==> config.mk <==
export PLATFORM = sky130hd
export DESIGN_NAME = iu2x_emit
export DESIGN_NICKNAME = d
export VERILOG_FILES = /design/src/rtl/iu2x_pkg.sv /design/src/rtl/iu2x_emit.sv
export SDC_FILE = /design/constraint.sdc
export NUM_CORES = 1
export LEC_CHECK = 0
export ABC_CLOCK_PERIOD_IN_PS = 6200
export BUFFER_PORTS_ARGS = -buffer_cell sky130_fd_sc_hd__buf_2
export CORE_MARGIN = 2
export CORE_UTILIZATION = 42
export CTS_CLUSTER_SIZE = 10
export DETAILED_ROUTE_END_ITERATION = 6
export PLACE_DENSITY = 0.65
export REMOVE_ABC_BUFFERS = 1
export SKIP_LAST_GASP = 1
export SLEW_MARGIN = 5
export SYNTH_ARGS = -nofsm -noshare
export SYNTH_HDL_FRONTEND = slang
export SYNTH_SLANG_ARGS = --single-unit
==> constraint.sdc <==
create_clock -name clock -period 6.2 [get_ports clock]
set_input_delay 1.86 -clock clock [delete_from_list [all_inputs] [get_ports clock]]
set_output_delay 1.86 -clock clock [all_outputs]
set_load 0.01 [all_outputs]
==> src/rtl/iu2x_pkg.sv <==
// Shared types and constants for the 2x linear image upscaler.
// Used by iu2x_emit and image_upscale_2x_linear; depends on nothing.
`default_nettype none

package iu2x_pkg;

   localparam int COORD_BITS     = 11;
   localparam int CFG_BITS       = 11;
   localparam int CSR_INDEX_BITS = 1;

   typedef enum logic [CSR_INDEX_BITS-1:0] {
      REG_SOURCE_ROWS = 1'b0,
      REG_SOURCE_COLS = 1'b1
   } iu2x_reg_type;

   // Output blocks in emission order for one source pixel
   typedef enum logic [1:0] {
      BLK_UP_LEFT  = 2'd0,
      BLK_UP_EDGE  = 2'd1,
      BLK_ROW_LEFT = 2'd2,
      BLK_ROW_EDGE = 2'd3
   } iu2x_blk_type;

   typedef struct packed {
      logic [COORD_BITS-1:0] row;
      logic [COORD_BITS-1:0] col;
      logic                  row_zero;
      logic                  col_zero;
      logic                  last_row;
      logic                  last_col;
   } iu2x_pos_type;

endpackage

`default_nettype wire

==> src/rtl/iu2x_emit.sv <==
// Result sequencer: walks the 2x2 output blocks of one source pixel and
// fills the result register. Depends on iu2x_pkg.
`default_nettype none

module iu2x_emit
   import iu2x_pkg::*;
#(
   parameter int PIXEL_BITS = 16
) (
   input  wire logic                    clock,
   input  wire logic                    reset,
   input  wire logic                    job_load,
   input  wire iu2x_pos_type            job_pos,
   input  wire logic [PIXEL_BITS-1:0]   job_pixel,
   input  wire logic [PIXEL_BITS-1:0]   up_pixel,
   output logic                         job_ready,
   output logic                         rsp_valid,
   input  wire logic                    rsp_ready,
   output logic [COORD_BITS-1:0]        rsp_row,
   output logic [COORD_BITS-1:0]        rsp_col,
   output logic [PIXEL_BITS+1:0]        rsp_value,
   output logic                         rsp_run_last,
   output logic                         rsp_frame_last
);

   localparam int VB = PIXEL_BITS + 2;

   logic                  job_valid_ff;
   logic [3:0]            mask_ff;
   iu2x_blk_type          blk_ff;
   logic [1:0]            sub_ff;
   iu2x_pos_type          pos_ff;
   logic [PIXEL_BITS-1:0] pix_ff;
   logic [PIXEL_BITS-1:0] left_ff;
   logic [PIXEL_BITS-1:0] ul_ff;

   logic                  out_valid_ff;
   logic [COORD_BITS-1:0] out_row_ff;
   logic [COORD_BITS-1:0] out_col_ff;
   logic [VB-1:0]         out_value_ff;
   logic                  out_run_ff;
   logic                  out_frame_ff;

   logic [3:0]            mask_in;
   iu2x_blk_type          first_blk_in;
   iu2x_blk_type          next_blk;
   logic                  later_found;
   logic                  out_free;
   logic                  emit;
   logic                  final_res;
   logic                  done;

   logic [PIXEL_BITS-1:0] a_pix, b_pix, d_pix, e_pix;
   logic                  right_ok, below_ok;
   logic [VB-1:0]         sum_ab, sum_ad, sum_all, value;
   logic [COORD_BITS-1:0] src_row, src_col;
   logic                  upper_blk, left_blk;

   always_comb begin
      mask_in[0] = !job_pos.row_zero && !job_pos.col_zero;
      mask_in[1] = !job_pos.row_zero && job_pos.last_col;
      mask_in[2] = job_pos.last_row && !job_pos.col_zero;
      mask_in[3] = job_pos.last_row && job_pos.last_col;
      first_blk_in = BLK_ROW_EDGE;
      for (int k = 3; k >= 0; k--) begin
         if (mask_in[k]) begin
            first_blk_in = iu2x_blk_type'(2'(k));
         end
      end
   end

   always_comb begin
      later_found = 1'b0;
      next_blk    = blk_ff;
      for (int k = 3; k >= 0; k--) begin
         if (mask_ff[k] && (2'(k) > blk_ff)) begin
            later_found = 1'b1;
            next_blk    = iu2x_blk_type'(2'(k));
         end
      end
   end

   assign out_free  = !out_valid_ff || rsp_ready;
   assign emit      = job_valid_ff && (|mask_ff) && out_free;
   assign final_res = (sub_ff == 2'd3) && !later_found;
   assign done      = job_valid_ff && (!(|mask_ff) || (emit && final_res));
   assign job_ready = !job_valid_ff || done;

   always_comb begin
      unique case (blk_ff)
         BLK_UP_LEFT: begin
            a_pix = ul_ff;    b_pix = up_pixel;
            d_pix = left_ff;  e_pix = pix_ff;
            right_ok = 1'b1;  below_ok = 1'b1;
         end
         BLK_UP_EDGE: begin
            a_pix = up_pixel; b_pix = '0;
            d_pix = pix_ff;   e_pix = '0;
            right_ok = 1'b0;  below_ok = 1'b1;
         end
         BLK_ROW_LEFT: begin
            a_pix = left_ff;  b_pix = pix_ff;
            d_pix = '0;       e_pix = '0;
            right_ok = 1'b1;  below_ok = 1'b0;
         end
         default: begin
            a_pix = pix_ff;   b_pix = '0;
            d_pix = '0;       e_pix = '0;
            right_ok = 1'b0;  below_ok = 1'b0;
         end
      endcase
   end

   assign sum_ab  = VB'(a_pix) + VB'(b_pix);
   assign sum_ad  = VB'(a_pix) + VB'(d_pix);
   assign sum_all = sum_ab + VB'(d_pix) + VB'(e_pix);

   always_comb begin
      case (sub_ff)
         2'd0:    value = {a_pix, 2'b00};
         2'd1:    value = right_ok ? (sum_ab << 1) : '0;
         2'd2:    value = below_ok ? (sum_ad << 1) : '0;
         default: value = (right_ok && below_ok) ? sum_all : '0;
      endcase
   end

   assign upper_blk = (blk_ff == BLK_UP_LEFT) || (blk_ff == BLK_UP_EDGE);
   assign left_blk  = (blk_ff == BLK_UP_LEFT) || (blk_ff == BLK_ROW_LEFT);
   assign src_row   = upper_blk ? (pos_ff.row - COORD_BITS'(1)) : pos_ff.row;
   assign src_col   = left_blk  ? (pos_ff.col - COORD_BITS'(1)) : pos_ff.col;

   always_ff @(posedge clock) begin
      if (reset) begin
         job_valid_ff <= 1'b0;
         mask_ff      <= '0;
         blk_ff       <= BLK_UP_LEFT;
         sub_ff       <= '0;
         left_ff      <= '0;
         ul_ff        <= '0;
         out_valid_ff <= 1'b0;
      end else begin
         if (job_load) begin
            job_valid_ff <= 1'b1;
            mask_ff      <= mask_in;
            blk_ff       <= first_blk_in;
            sub_ff       <= '0;
         end else if (done) begin
            job_valid_ff <= 1'b0;
         end else if (emit) begin
            if (sub_ff == 2'd3) begin
               blk_ff <= next_blk;
               sub_ff <= '0;
            end else begin
               sub_ff <= sub_ff + 2'd1;
            end
         end
         if (done) begin
            left_ff <= pix_ff;
            ul_ff   <= up_pixel;
         end
         if (emit) begin
            out_valid_ff <= 1'b1;
         end else if (rsp_ready) begin
            out_valid_ff <= 1'b0;
         end
      end
   end

   always_ff @(posedge clock) begin
      if (job_load) begin
         pos_ff <= job_pos;
         pix_ff <= job_pixel;
      end
      if (emit) begin
         out_row_ff   <= {src_row[COORD_BITS-2:0], sub_ff[1]};
         out_col_ff   <= {src_col[COORD_BITS-2:0], sub_ff[0]};
         out_value_ff <= value;
         out_run_ff   <= final_res;
         out_frame_ff <= final_res && pos_ff.last_row && pos_ff.last_col;
      end
   end

   assign rsp_valid      = out_valid_ff;
   assign rsp_row        = out_row_ff;
   assign rsp_col        = out_col_ff;
   assign rsp_value      = out_value_ff;
   assign rsp_run_last   = out_run_ff;
   assign rsp_frame_last = out_frame_ff;

endmodule

`default_nettype wire

==> run_results.csv <==
group,metric,value,unit
clock_tree,cts_sinks,122,
die,num_rows,51,
critical_path,crit_chain,"buf_2 -> a211oi_2 -> a21oi_1 -> ha_1 -> fa_1 -> a21oi_2 -> and3_1 -> nor2_1 -> a21o_1 -> a21oi_1 -> xnor2_1 -> fa_1 -> ha_1 -> o21a_1 -> o21a_1 -> o211ai_1 -> a21boi_2 -> o31a_1 -> or3_1 -> a31oi_1 -> a21oi_2",
logic_synthesis,yosys_warnings,0,
timing,holdWs,0.448,ns
logic_synthesis,async_flop_share,0,
global_route,antenna_found_initial,0,
timing,tns,0,ns
global_route,grt_pass1_wl,31900,µm
die,core-area,19500,µm²
critical_path,start_kind,"input pin",
critical_path,timing.rr.start,"blk_ff[0]",
placement,gp_congestion,0.914,
timing,drv_slew,0,
critical_path,cp_top_family,"compound AO/OA/AOI/OAI gates",
die,io_pins,106,
critical_path,slowest_stage,"fa_1",
die,die_x,145,µm
worst_hold_path,hold_start,"ul_ff[8]",
logic_synthesis,syn_inst,876,
logic_synthesis,synth_area_leaders,"edfxtp_1, dfxtp_1, ha_1",
logic_synthesis,yosysTopAreaCellShare,0.288,
worst_hold_path,min_to,"ul_ff[8]",
logic_synthesis,yosysMostFrequentCell,"nand2_1",
logic_synthesis,yosys.area.top_type,"edfxtp_1",
die,die_area,21000,µm²
drt,drt-wirelength-per-cell,15.9,µm
timing,skew,0.0137,ns
critical_path,cp-end-kind,"flop",
drt,via_per_inst,5.36,
clock_tree,htreeDepth,4,
clock_tree,cts-root-buf,"clkbuf_16",
logic_synthesis,synthFlopType,"edfxtp_1",
placement,dp.cells,1255,
global_route,grt_pass1_vias,6273,
logic_synthesis,synth_area,8330,µm²
drt,drtIter0Drc,415,
cells_and_area,multiInputGateArea,4840,µm²
logic_synthesis,synth.distinct_cells,71,
clock_tree,path_clk_slew,0.07,ns
status,status,"completed",
cells_and_area,antennaDiodeCount,0,
cells_and_area,nFillCells,1869,
critical_path,rrSetupSlack,0.85,ns
critical_path,arrival,6.20,ns
worst_hold_path,hp-class,"flop to flop",
drt,routed_wl,20500,µm
timing,clock.fmax,166,MHz
cells_and_area,nNetsFinal,1140,
clock_tree,postCtsHoldBufs,0,
critical_path,critPathBufInv,1,
cells_and_area,area_growth,20.0,%
logic_synthesis,ys_ff_latch,122,
timing,fin_crit,6.02,ns
critical_path,regToRegEndpoint,"rsp_value[14]",
critical_path,crit_required,6.38,ns
pwr,p_per_area,298,nW/µm²
placement,dpl_worst_slack,-0.399,ns
logic_synthesis,netlist_top_cells_count,"nand2_1, a21oi_1, edfxtp_1",
clock_tree,cts_buffer_depth,2,
critical_path,worstRegToRegCells,21,
drt,antenna_left,0,
pwr,leakage,4.13,nW
clock_tree,clkLatencyLatePin,0.43,ns
global_route,grt_max_degree,57,
cells_and_area,seq_area,3250,µm²
pwr,p_total,2.98,mW
die,chipHeight,145,µm
timing,period_share,0.970,
drt,post-route-drc-count,0,
global_route,grt_util_all_layers,0.197,
logic_synthesis,synth.avg_cell_area,9.51,µm²
critical_path,worstSetupPathType,"input pin to flop",
critical_path,path_max_fanout,3,
drt,vias,6903,
logic_synthesis,synth-edff-count,80,
drt,dr.pass1.iters,5,
clock_tree,tritoncts,"yes",
die,initial_core_util,0.428,
critical_path,cpPeakStageDelay,0.47,ns
run,cap_violations,0,
clock_tree,numCtsBuffers,17,
timing,setup_ws,0.183,ns
timing,tightest_slew,0.967,ns
timing,rsz0062_at_grt,"yes",
global_route,overflow,0,
timing,slew_headroom,0.353,
worst_hold_path,hold_depth,2,
cells_and_area,final_cells,1287,
cells_and_area,drive_gt1_frac,0.206,
timing,hold_violations,0,
timing,finalSetupViolations,0,
placement,dpl.hpwl,14600,µm
logic_synthesis,synth-seq-area-share,0.389,
placement,io_buffers,103,
pwr,ir_drop,167,µV
layer usage:
metal  wire length, µm  vias to the layer above  track usage
met5                 0                        -            0
met4               344                        0       0.0654
met3               902                       27       0.0418
met1              9370                     3243        0.261
li1                  -                     3469            -
met2              9890                      164        0.320
cell families after synthesis:
family,count (synthesis),synth area share
flip-flops,122,0.389
multiplexers,40,0.0481
buffers and inverters,75,0.0365
XOR/XNOR,45,0.0473
adder cells (fa/ha/maj),69,0.121
AND/OR/NAND/NOR,298,0.177
AO/OA/AOI/OAI,227,0.181
registers in the layout, indices dropped and copies added, names as in the netlist:
signal          cells
pos_ff             22
rsp_value          18
left_ff            16
pix_ff             16
ul_ff              16
rsp_col            11
rsp_row            11
mask_ff             4
blk_ff              2
sub_ff              2
job_valid_ff        1
rsp_frame_last      1
rsp_run_last        1
rsp_valid           1
placed cells by master, fill, tap and decap left out, types with 6 or more instances in the layout:
| master | netlist | routed |
|---|---|---|
| fa_1 | 19 | 19 |
| xnor2_1 | 25 | 24 |
| a221oi_1 | 6 | 6 |
| a21oi_1 | 90 | 88 |
| o21ai_0 | 23 | 21 |
| nor3_1 | 19 | 19 |
| dfxtp_1 | 42 | 40 |
| clkbuf_16 | 0 | 17 |
| buf_4 | 1 | 52 |
| ha_1 | 50 | 50 |
| o21a_1 | 8 | 8 |
| a21o_1 | 11 | 11 |
| nor2_1 | 62 | 62 |
| o31a_1 | 7 | 7 |
| nand2b_1 | 15 | 15 |
| nor2b_1 | 22 | 22 |
| nand2_1 | 104 | 104 |
| xor2_1 | 20 | 20 |
| o22ai_1 | 10 | 10 |
| edfxtp_1 | 80 | 80 |
| buf_2 | 9 | 103 |
| and2_1 | 18 | 18 |
| a211oi_1 | 20 | 18 |
| mux2i_1 | 40 | 40 |
| or3_1 | 8 | 8 |
| inv_1 | 34 | 33 |
| nand3_1 | 14 | 14 |
worst max path at each step:
stage	startpoint	to	slack, ns	depth (start not counted)
global placement	up_pixel[0]	rsp_value[16]	-0.33	21
detailed placement	up_pixel[0]	rsp_value[17]	-0.40	22
global route	up_pixel[0]	rsp_value[17]	-0.06	22
CTS	up_pixel[0]	rsp_value[17]	0.007	22
floorplan	blk_ff[0]	rsp_value[14]	-0.30	20
finish	up_pixel[0]	rsp_value[14]	0.18	21
worst reg2reg max path, delay by kind of cell, from the launching register on:
kind / cells / cell delay, ns
AOI/OAI and AO/OA: 12 / 2.04
and+or+nand+nor: 4 / 0.75
DFF: 1 / 0.66
adders and majority gates: 4 / 1.46
xor gates and xnor gates: 1 / 0.18
report_power, final:
part           internal, mW  switching (mW)  total (mW)
registers             0.921          0.0407       0.962
clock network         0.517           0.400       0.918
logic                 0.524           0.578        1.10
total                  1.96            1.02        2.98
area by class of cell:
| class | count | share of cell area |
|---|---|---|
| inverter | 34 | 0.0128 |
| sequential | 122 | 0.325 |
| timing repair buffer | 155 | 0.0906 |
| tap | 265 | 0.0332 |
| multi-input combinational | 679 | 0.484 |
| clock inverter | 14 | 0.0113 |
| clock buffer | 18 | 0.0429 |
per-stage QoR:
step	cell area, µm²	utilization
global route	10000	0.514
detailed placement	9410	0.484
global placement	9410	0.484
finish	10000	0.514
floorplan	8160	-
CTS	9950	0.511
what timing repair did:
item / 4_1_cts / 5_1_grt
buffers inserted: 0 / 0
resized for setup: 0 / 11
setup endpoints to repair: 0 / 6
No activity file was read; power rests on OpenSTA's default activity.
